<file path="config.mk">
export PLATFORM = sky130hd
export DESIGN_NAME = hvn_queue
export DESIGN_NICKNAME = d
export VERILOG_FILES = /design/src/rtl/core/hvn_pkg.sv /design/src/rtl/core/hvn_queue.sv
export SDC_FILE = /design/constraint.sdc
export NUM_CORES = 1
export LEC_CHECK = 0
export BUFFER_PORTS_ARGS = -buffer_cell sky130_fd_sc_hd__buf_2
export CELL_PAD_IN_SITES_DETAIL_PLACEMENT = 1
export CELL_PAD_IN_SITES_GLOBAL_PLACEMENT = 1
export CORE_MARGIN = 1.5
export CORE_UTILIZATION = 24
export CTS_CLUSTER_SIZE = 12
export DETAILED_ROUTE_END_ITERATION = 8
export PLACE_DENSITY = 0.53
export SLEW_MARGIN = 25
export SYNTH_ARGS = -nofsm -noshare
export SYNTH_HDL_FRONTEND = slang
export SYNTH_SLANG_ARGS = --single-unit
</file>
<file path="constraint.sdc">
create_clock -name clk -period 5.7 [get_ports clk]
set_input_delay 0.285 -clock clk [delete_from_list [all_inputs] [get_ports clk]]
set_output_delay 0.285 -clock clk [all_outputs]
set_load 0.005 [all_outputs]
</file>
<file path="src/rtl/core/hvn_pkg.sv">
// Shared types and constants for the heightmap vertex normal unit.
// No dependencies; imported by every module of the block but the port checker.
package hvn_pkg;

  localparam int MAX_COLS = 1024;
  localparam int MAX_ROWS = 1024;
  localparam int COL_W    = $clog2(MAX_COLS);
  localparam int ROW_W    = $clog2(MAX_ROWS);
  localparam int DIM_W    = 11;
  localparam int STEP_W   = 19;
  localparam int SCALE_W  = 16;
  localparam int GRAD_W   = 11;
  localparam int NRM_W    = 16;

  localparam logic [NRM_W-1:0] UNIT_ONE = 16'd16384;

  // One queued job: an interior vertex to normalize or a fixed (0,0,1) normal.
  typedef struct packed {
    logic                     interior;
    logic signed [GRAD_W-1:0] grad_a;
    logic signed [GRAD_W-1:0] grad_b;
    logic [ROW_W-1:0]         vrow;
    logic [COL_W-1:0]         vcol;
    logic                     last;
  } job_t;

  // Up to two jobs per accepted beat; slot a is always used first.
  typedef struct packed {
    logic a_vld;
    logic b_vld;
    job_t a;
    job_t b;
  } push_t;

endpackage

</file>
<file path="src/rtl/core/hvn_queue.sv">
// Four-entry job queue between front and back end; takes up to two jobs a beat.
// Depends on hvn_pkg.
module hvn_queue (
  input  logic           clk,
  input  logic           rst_n,
  input  hvn_pkg::push_t push,
  input  logic           pop,
  output hvn_pkg::job_t  head,
  output logic           empty,
  output logic           space_ok
);
  import hvn_pkg::*;

  job_t       store [4];
  logic [1:0] wp_r, rp_r;
  logic [2:0] cnt_r;

  assign head     = store[rp_r];
  assign empty    = (cnt_r == 3'd0);
  assign space_ok = (cnt_r <= 3'd2);

  always_ff @(posedge clk) begin
    if (push.a_vld) store[wp_r] <= push.a;
    if (push.b_vld) store[wp_r + 2'd1] <= push.b;
  end

  always_ff @(posedge clk) begin
    if (!rst_n) begin
      wp_r  <= '0;
      rp_r  <= '0;
      cnt_r <= '0;
    end else begin
      wp_r  <= wp_r + 2'(push.a_vld) + 2'(push.b_vld);
      rp_r  <= rp_r + 2'(pop);
      cnt_r <= cnt_r + 3'(push.a_vld) + 3'(push.b_vld) - 3'(pop);
    end
  end

endmodule

</file>
==> impl_results.md <==
* Initial Util at 24.3%
* Core Region at 36500 sq um
* Sw Ratio at 26.8%
* Final setup viols at 0
* Status: finished, final reports clean
* Setup crit end kind: flop
* Layout Cells excl Fill at 1089
* Number of gates resized after CTS at 0
* CP max stage cell: nand3_4
* Hold EP: cnt_r[0]
* Top_reg_cell synth: edfxtp_1
* H-tree level count at 4
* Logic pwr share at 19.1%
* Final hold vios at 0
* Clock skew at 11.7 ps
* I/O Pins at 139
* Die H at 195 microns
* CTS Buf Count at 17
* Synth Instances at 467
* Ys Warns at 0
* Initial antenna violation count at 8
* Global-route wire length before repair at 36000 microns
* WP data required at 5750 ps
* WHS at 143 ps
* Worst R2R Start: wp_r[1]
* Residual DRC at 0
* Static Leakage at 3.69 nW
* Mapped Avg Cell Area at 19.0 sq um
* Post-Route WL at 23800 microns
* Max-capacitance violation count at 0
* Total number of placement rows at 70
* WP data arrival at 2840 ps
* Ranking of synthesized cells by area: edfxtp_1 59%, mux2_2 22%, mux4_2 11%
* Crit path kind: flop to flop
* Sink Count at 183
* Mapped Nets at 566
* CP max stage delay at 810 ps
* HP Start: rst_n
* Number of enable flip-flop cells after synthesis at 176
* Reg clk slew, reported paths at 70 ps
* Post-DP HPWL at 14800 microns
* Global route overflow at 0
* Period Utilization, post-route at 48.9%
* Average wire per standard cell at 21.9 microns
* Hold Path Cell Cnt at 2
* Buf/Inv on CP at 1
* Die W at 195 microns
* Fill cells at 3799
* CTS root buffer: clkbuf_16
* Vias in the first global route at 5745
* Layout Area Growth over Synthesis at 19.9%
* Most common cell in the netlist: edfxtp_1
* Initial DRT Pass Iterations at 4
* Reg2Reg Depth at 3
* Mapped Area at 8890 sq um
* Switch Pwr at 947 uW
* Tot GR Track Use at 12.9%
* Layout cells sized above 1 at 65.2%
* PwrDens at 332 nW/um^2
* Max Slew Vio Count at 0
* CTS max path bufs at 2
* Worst Tran Pin Value at 892 ps
* CP delay by family, top: simple AND/OR/NAND/NOR gates
* Port buffer count at 138
* Final nets at 703
* Worst rel slew slack at 40.5%
* ANT nets after route at 0
* Setup TNS at 0 ps
* Setup crit start kind: flop
* Critical-path cell list: nand3_4 > o21ai_4 > buf_4
* Clock Latency Late Sink at 420 ps
* Worst Path Max Fanout at 45
* Share of the synthesized area in the top cell type at 59.4%
* Hold WC Path Type: input pin to flop
* CTS tree: built
* Max IR drop VDD at 214 uV
* Sequential share of the synthesized area at 61.0%
* Vias at 4867
* Min cycle time layout at 2790 ps
* Inst Count DP at 1052
* Worst flop-to-flop path endpoint: store[0][3]
* Int Power at 2.59 mW
* R2R setup slack at 2910 ps
* Max frequency at 358 MHz
* Area leader, netlist: edfxtp_1
* Commonest cells post-synth: 176 x edfxtp_1, 173 x mux2_2, 44 x mux4_2
* Largest net degree at the start of global routing at 46
* Clock power share at 31.5%
* Die Area at 38200 sq um
* Share of flip-flops with an asynchronous set or reset at 0%
* Fin util at 29.2%
* Vias per inst at 4.47
* Starting DRT DRC Count at 195
* Post-synthesis register bit count at 183
* Library cells used by synthesis at 25
* Cts hold-fix bufs at 0
* RSZ-0062 raised after global routing: false
* Share of total power in sequential cells at 49.4%
* Number of setup buffers added after CTS at 0
* GP Congestion at 0.712
[how the worst max path moves through the flow]
| stage | endpoint | from | cells after the start | slack [ps] |
|---|---|---|---|---|
| after floorplan | store[2][0] | wp_r[0] | 3 | 1460 |
| after global placement | store[2][26] | wp_r[1] | 3 | 2870 |
| after CTS | store[2][27] | wp_r[1] | 3 | 2710 |
| after detailed placement | store[2][26] | wp_r[1] | 3 | 2720 |
| after global routing | store[0][21] | wp_r[1] | 3 | 2710 |
| final | store[0][3] | wp_r[1] | 3 | 2910 |
[per-stage QoR]
stage | worst slack (ps) | total power, mW | instance area, sq um
floorplan | 1460 | 2.19 | 8890
global placement | 2870 | 2.44 | 10100
detailed placement | 2720 | 2.48 | 10100
CTS | 2710 | 3.60 | 10600
global route | 2710 | 3.70 | 10700
finish | 2910 | 3.54 | 10700
[sequential cells by signal, indices dropped and copies added (netlist names)]
name / cells
cnt_r: 3
rp_r: 2
store: 176
wp_r: 2
[logic make-up after synthesis]
family | synth area share (%)
XOR/XNOR | 0.296
AND/OR/NAND/NOR | 1.28
buffers and inverters | 2.56
adder cells (fa/ha/maj) | 1.10
multiplexers | 33.5
AO/OA/AOI/OAI | 0.197
flip-flops | 61.0
[power by group through the flow]
stage | Sequential, mW | Combinational (mW) | Clock, mW
after global placement | 1.78 | 0.663 | 0
after detailed placement | 1.78 | 0.696 | 0
final | 1.75 | 0.675 | 1.11
after floorplan | 1.75 | 0.435 | 0
after CTS | 1.75 | 0.700 | 1.15
after global routing | 1.77 | 0.739 | 1.19
[per-layer routing]
metal  track usage (%)  wire [microns]
met5                 0              55
met4              2.87             260
met3              3.66            1250
met2              23.2           12300
met1              15.1            9910
[worst reg2reg max path, stage by stage (launching register included)]
cell     delay (ps)
dfxtp_1         690
nand3_4         810
o21ai_4         250
buf_4           650
[cells in the final DEF (no fill, tap or decap), drive strengths merged, types with 2 or more instances in the layout]
master	n
and2	7
buf	147
clkbuf	20
clkinv	5
dfxtp	7
diode	4
edfxtp	176
fa	3
ha	3
inv	12
mux2	176
mux4	44
nand3b	2
nor2	3
o21ai	2
xor2	2
[cell type report]
class                           instances  area (sq um)  area share (%)
Tap cell                              468           586            5.49
Clock buffer                           20           437            4.10
Timing Repair Buffer                  147           774            7.26
Antenna cell                            4          10.0          0.0939
Sequential cell                       183          5430            50.9
Multi-Input combinational cell        249          3290            30.9
Clock inverter                         12           111            1.04
Inverter                                6          22.5           0.211
No activity file was read; power rests on OpenSTA's default activity.
