File: config.mk
export PLATFORM = sky130hd
export DESIGN_NAME = hvn_back
export DESIGN_NICKNAME = d
export VERILOG_FILES = /design/src/rtl/core/hvn_pkg.sv /design/src/rtl/core/hvn_back.sv
export SDC_FILE = /design/constraint.sdc
export NUM_CORES = 2
export LEC_CHECK = 0
export BUFFER_PORTS_ARGS = -buffer_cell sky130_fd_sc_hd__buf_4
export CELL_PAD_IN_SITES_DETAIL_PLACEMENT = 1
export CELL_PAD_IN_SITES_GLOBAL_PLACEMENT = 2
export CORE_ASPECT_RATIO = 1.2
export CORE_MARGIN = 1.5
export CORE_UTILIZATION = 43
export DETAILED_ROUTE_END_ITERATION = 6
export PLACE_DENSITY_LB_ADDON = 0.15
export RECOVER_POWER = 100
export SYNTH_ARGS = -nofsm -noshare
export SYNTH_HDL_FRONTEND = slang
export SYNTH_SLANG_ARGS = --single-unit
File: constraint.sdc
create_clock -name clk -period 9.7 [get_ports clk]
set_input_delay 1.94 -clock clk [delete_from_list [all_inputs] [get_ports clk]]
set_output_delay 1.94 -clock clk [all_outputs]
set_load 0.01 [all_outputs]
File: src/rtl/core/hvn_pkg.sv
// Shared types and constants for the heightmap vertex normal unit.
// No dependencies; imported by every module of the block but the port checker.
package hvn_pkg;

  localparam int MAX_COLS = 1024;
  localparam int MAX_ROWS = 1024;
  localparam int COL_W    = $clog2(MAX_COLS);
  localparam int ROW_W    = $clog2(MAX_ROWS);
  localparam int DIM_W    = 11;
  localparam int STEP_W   = 19;
  localparam int SCALE_W  = 16;
  localparam int GRAD_W   = 11;
  localparam int NRM_W    = 16;

  localparam logic [NRM_W-1:0] UNIT_ONE = 16'd16384;

  // One queued job: an interior vertex to normalize or a fixed (0,0,1) normal.
  typedef struct packed {
    logic                     interior;
    logic signed [GRAD_W-1:0] grad_a;
    logic signed [GRAD_W-1:0] grad_b;
    logic [ROW_W-1:0]         vrow;
    logic [COL_W-1:0]         vcol;
    logic                     last;
  } job_t;

  // Up to two jobs per accepted beat; slot a is always used first.
  typedef struct packed {
    logic a_vld;
    logic b_vld;
    job_t a;
    job_t b;
  } push_t;

endpackage

File: src/rtl/core/hvn_back.sv
// Back end: scales the gradient sums, normalizes with an iterative square root
// and three long divisions, and holds the result beat. Depends on hvn_pkg.
module hvn_back (
  input  logic                        clk,
  input  logic                        rst_n,
  input  logic [hvn_pkg::STEP_W-1:0]  grid_step,
  input  logic [hvn_pkg::SCALE_W-1:0] height_scale,
  input  hvn_pkg::job_t               head,
  input  logic                        empty,
  output logic                        pop,
  output logic                        out_valid,
  input  logic                        out_ready,
  output logic signed [15:0]          out_normal_x,
  output logic signed [15:0]          out_normal_y,
  output logic signed [15:0]          out_normal_z,
  output logic [9:0]                  out_vertex_row,
  output logic [9:0]                  out_vertex_col,
  output logic                        out_last_of_frame
);
  import hvn_pkg::*;

  typedef enum logic [8:0] {
    S_IDLE = 9'b000000001,
    S_MULA = 9'b000000010,
    S_MULB = 9'b000000100,
    S_NORM = 9'b000001000,
    S_SQ   = 9'b000010000,
    S_SQRT = 9'b000100000,
    S_DSET = 9'b001000000,
    S_DIV  = 9'b010000000,
    S_OUT  = 9'b100000000
  } bstate_t;

  bstate_t     st_r;
  job_t        job_r;
  logic [25:0] ax_r, ay_r, az_r, sel, mag;
  logic [51:0] prod_r;
  logic [53:0] acc_r, sqv_r;
  logic [29:0] rem_r, remn, trial;
  logic [26:0] root_r;
  logic [41:0] drem_r;
  logic [40:0] dv_r;
  logic [14:0] q_r, qn;
  logic [4:0]  step_r;
  logic [1:0]  comp_r;
  logic [15:0] res_x_r, res_y_r, res_z_r, sres;
  logic [10:0] a_abs, b_abs;
  logic        ge, neg;

  assign pop   = (st_r == S_IDLE) && !empty;
  assign a_abs = job_r.grad_a[GRAD_W-1] ? 11'(-job_r.grad_a) : 11'(job_r.grad_a);
  assign b_abs = job_r.grad_b[GRAD_W-1] ? 11'(-job_r.grad_b) : 11'(job_r.grad_b);

  always_comb begin
    case (step_r[1:0])
      2'd0:    sel = ax_r;
      2'd1:    sel = ay_r;
      default: sel = az_r;
    endcase
    case (comp_r)
      2'd0:    begin mag = ax_r; neg = job_r.grad_a[GRAD_W-1]; end
      2'd1:    begin mag = ay_r; neg = job_r.grad_b[GRAD_W-1]; end
      default: begin mag = az_r; neg = 1'b0; end
    endcase
  end

  assign remn  = {rem_r[27:0], sqv_r[53:52]};
  assign trial = {1'b0, root_r, 2'b01};
  assign ge    = ({1'b0, drem_r} >= {2'b0, dv_r});
  assign qn    = {q_r[13:0], ge};
  assign sres  = neg ? (16'd0 - {1'b0, qn}) : {1'b0, qn};

  always_ff @(posedge clk) begin
    case (st_r)
      S_IDLE: begin
        job_r   <= head;
        res_x_r <= '0;
        res_y_r <= '0;
        res_z_r <= UNIT_ONE;
      end
      S_MULA: begin
        ax_r <= 26'(a_abs[9:0]) * 26'(height_scale);
        az_r <= 26'({grid_step, 6'd0}) + 26'({grid_step, 5'd0});
      end
      S_MULB: ay_r <= 26'(b_abs[9:0]) * 26'(height_scale);
      S_NORM: begin
        if (!(ax_r[25] || ay_r[25] || az_r[25])) begin
          ax_r <= ax_r << 1;
          ay_r <= ay_r << 1;
          az_r <= az_r << 1;
        end
        step_r <= '0;
        acc_r  <= '0;
      end
      S_SQ: begin
        prod_r <= 52'(sel) * 52'(sel);
        if (step_r != '0) acc_r <= acc_r + 54'(prod_r);
        sqv_r  <= acc_r + 54'(prod_r);
        rem_r  <= '0;
        root_r <= '0;
        step_r <= (step_r == 5'd3) ? 5'd0 : step_r + 5'd1;
        comp_r <= '0;
      end
      S_SQRT: begin
        sqv_r <= sqv_r << 2;
        if (remn >= trial) begin
          rem_r  <= remn - trial;
          root_r <= {root_r[25:0], 1'b1};
        end else begin
          rem_r  <= remn;
          root_r <= {root_r[25:0], 1'b0};
        end
        step_r <= step_r + 5'd1;
      end
      S_DSET: begin
        drem_r <= {2'b0, mag, 14'd0} + 42'(root_r[26:1]);
        dv_r   <= {root_r, 14'd0};
        q_r    <= '0;
        step_r <= 5'd14;
      end
      S_DIV: begin
        if (ge) drem_r <= drem_r - 42'(dv_r);
        dv_r   <= dv_r >> 1;
        q_r    <= qn;
        step_r <= step_r - 5'd1;
        if (step_r == '0) begin
          case (comp_r)
            2'd0:    res_x_r <= sres;
            2'd1:    res_y_r <= sres;
            default: res_z_r <= sres;
          endcase
          comp_r <= comp_r + 2'd1;
        end
      end
      default: begin
      end
    endcase
  end

  always_ff @(posedge clk) begin
    if (!rst_n) begin
      st_r <= S_IDLE;
    end else begin
      unique case (st_r)
        S_IDLE: if (!empty) st_r <= head.interior ? S_MULA : S_OUT;
        S_MULA: st_r <= S_MULB;
        S_MULB: st_r <= S_NORM;
        S_NORM: begin
          if ((ax_r | ay_r | az_r) == '0) st_r <= S_OUT;
          else if (ax_r[25] || ay_r[25] || az_r[25]) st_r <= S_SQ;
        end
        S_SQ:   if (step_r == 5'd3) st_r <= S_SQRT;
        S_SQRT: if (step_r == 5'd26) st_r <= S_DSET;
        S_DSET: st_r <= S_DIV;
        S_DIV:  if (step_r == '0) st_r <= (comp_r == 2'd2) ? S_OUT : S_DSET;
        S_OUT:  if (!out_valid || out_ready) st_r <= S_IDLE;
        default: st_r <= S_IDLE;
      endcase
    end
  end

  always_ff @(posedge clk) begin
    if (!rst_n) begin
      out_valid <= 1'b0;
    end else if (st_r == S_OUT && (!out_valid || out_ready)) begin
      out_valid <= 1'b1;
    end else if (out_ready) begin
      out_valid <= 1'b0;
    end
  end

  always_ff @(posedge clk) begin
    if (st_r == S_OUT && (!out_valid || out_ready)) begin
      out_normal_x      <= res_x_r;
      out_normal_y      <= res_y_r;
      out_normal_z      <= res_z_r;
      out_vertex_row    <= job_r.vrow;
      out_vertex_col    <= job_r.vcol;
      out_last_of_frame <= job_r.last;
    end
  end

endmodule

==> flow_metrics.py <==
metrics = {
    "setup_path": {
        "startpoint_type": "flop",
        "reg2regPathDepth": 31,
        "crit_type": "reg -> reg",
        "r2r_slack_ns": 0.50,
        "reg2reg_to": "prod_r[50]",
        "cp_slowest_stage_delay_ns": 0.60,
        "cp_max_fo": 26,
        "worst_setup_path_end_kind": "flop",
        "critPathRequiredTime_ns": 10.08,
        "worst_path_max_delay_cell": "clkinv_1",
        "r2r-start": "step_r[1]",
        "arrival_ns": 9.58,
    },
    "route": {
        "vias": 43000,
        "wl_per_cell_um": 22.6,
        "viasPerCell": 5.39,
        "ant_nets": 0,
        "drt-total-wl_mm": 180,
        "route.detailed.drc": 0,
        "first_pass_iters": 5,
        "drt_iter0_markers": 2611,
    },
    "synth": {
        "yosysSeqAreaShare": 0.284,
        "synth-edff-count": 551,
        "synth_area_per_cell_sq_um": 9.74,
        "ys_types": 101,
        "yosys_warnings": 0,
        "synth_top_area_share": 0.280,
        "synth_async_sr_flop_share": 0,
        "ys_seq_elements": 561,
        "yosysTopAreaCell": "edfxtp_1",
        "netlist_area_sq_um": 59000,
        "syn_inst": 6060,
        "synth.top_cells.by_area": "edfxtp_1 (28%), fa_1 (25%), ha_1 (10%)",
        "ys.flop_type": "edfxtp_1",
        "synth_nets": 7354,
    },
    "hold_path": {
        "hold_end": "out_last_of_frame",
        "hold_depth": 0,
        "worstHoldStart": "job_r[0]",
        "hold_path.class": "reg -> reg",
    },
    "clock_tree": {
        "cts_sinks": 561,
        "clk_pin_slew_worst_paths_ns": 0.07,
        "cts_max_level": 2,
        "hold_buffers": 0,
        "cts_tree": "done",
        "cts_root_buffer": "clkbuf_16",
        "clock_path_buffers": 3,
        "post_cts_resized": 0,
        "cts_made_buffers": 61,
        "cts_setup_buffers": 0,
        "clk_latency_ns": 0.68,
    },
    "timing": {
        "holdWs_ns": 0.418,
        "finalMaxSlewViolations": 1045,
        "setup_slack_ns": 0.504,
        "fin_skew_ns": 0.0507,
        "finalHoldViolations": 0,
        "setup-tns-final_ns": 0,
        "period_share": 0.948,
        "slew-limit-headroom": -1.78,
        "tightest_slew_ns": 4.17,
        "max_freq_ghz": 0.109,
        "setup_viol": 0,
        "finalCriticalPeriod_ns": 9.20,
        "rsz0062_at_grt": "false",
    },
    "cells_and_area": {
        "fillers": 15400,
        "synthToLayoutAreaGrowth_pct": 8.21,
        "layout_commonest_cell": "inv_1",
        "layout-drive-gt1-share": 0.0478,
        "n_antenna_cell": 0,
        "final_cell_mix": "inv_1 (1048), fa_1 (736), nand2_1 (677)",
        "nets": 7417,
        "multi_input_area_sq_um": 37400,
        "postLayoutCellArea_sq_um": 63800,
        "seqCellArea_sq_um": 16700,
    },
    "grt": {
        "grt_usage": 0.261,
        "grt_pass1_wl_mm": 281,
        "antenna_found_initial": 3,
        "grt_pass1_vias": 47500,
        "grt_start_max_net_pins": 99,
        "gr-total-overflow": 0,
    },
    "floorplan": {
        "io_pins": 154,
        "fp.dieH_um": 409,
        "die_w_um": 341,
        "rows": 148,
        "die_area_sq_um": 139000,
        "coreArea_sq_um": 136000,
        "initial_core_util": 0.434,
    },
    "run": {
        "cap_viol_max_count": 21,
    },
    "outcome": {
        "violations": "capacitance limit, slew limit",
        "outcome": "complete, but fails checks",
    },
    "placement": {
        "place_hpwl_mm": 143,
        "preCtsSetupSlack_ns": 0.533,
        "port_buffers": 153,
        "placed_cell_area_sq_um": 62200,
        "gp_congestion": 0.904,
    },
}
## cell families after synthesis
logic type                 share of synthesized area
and+or+nand+nor                                0.130
buffers and inverters                         0.0822
adders and majority gates                      0.350
AOI/OAI and AO/OA                              0.114
DFF                                            0.284
xor gates and xnor gates                      0.0390
muxes                                       0.000509
## sequential cells by signal, indices dropped and copies added, names as in the netlist, 21 cells and up
name	cells
job_r	43
sqv_r	54
prod_r	51
ax_r	26
az_r	21
ay_r	26
drem_r	42
rem_r	28
acc_r	54
root_r	27
dv_r	41
## layer usage
metal  wire, um  part of all wire  track usage
met5         21           0.00012            0
met4       5310             0.030       0.0725
met3       9450             0.053       0.0452
met2      86100              0.48        0.439
met1      79000              0.44        0.345
## worst max path at each step
stage,from,to,slack [ns]
floorplan,step_r[0],prod_r[50],1.35
global route,step_r[0],prod_r[50],0.01
global placement,step_r[0],prod_r[34],0.62
detailed placement,step_r[0],prod_r[50],0.53
finish,step_r[1],prod_r[50],0.50
CTS,step_r[1],prod_r[50],0.54
## synth_stat cells (56+ instances only)
library cell and count:
inv_1 1049, fa_1 736, nand2_1 679, edfxtp_1 551
ha_1 475, nor2_1 451, a21oi_1 317, o21ai_0 227
clkbuf_1 204, xnor2_1 151, a21o_1 135, xor2_1 112
nor2b_1 111, and2_1 78, nand3_1 72, nand2b_1 56
## per-stage QoR
| stage | instances | utilization |
|---|---|---|
| 2_1_floorplan | 6060 | - |
| 3_3_place_gp | 7860 | 0.458 |
| 3_5_place_dp | 7860 | 0.458 |
| 4_1_cts | 7976 | 0.473 |
| 5_1_grt | 7976 | 0.470 |
| 6_report | 7976 | 0.470 |
## cell type report
type / instances / share of cell area
inverter: 1055 / 0.0620
tap: 1800 / 0.0353
clock inverter: 43 / 0.00743
sequential: 561 / 0.262
clock buffer: 73 / 0.0249
timing repair buffer: 233 / 0.0218
multi-input combinational: 4211 / 0.586
## worst max-delay path: cells and delay by family (launching register included)
kind	cells	cell delay [ns]
compound gates	10	2.17
flops	1	0.45
simple gates	2	0.59
xor+xnor	1	0.10
buf+inv	9	1.43
fa+ha+maj	9	4.17
Power is not shown: default switching activity piles up to over one toggle a cycle in this logic, so the estimate is an artifact.
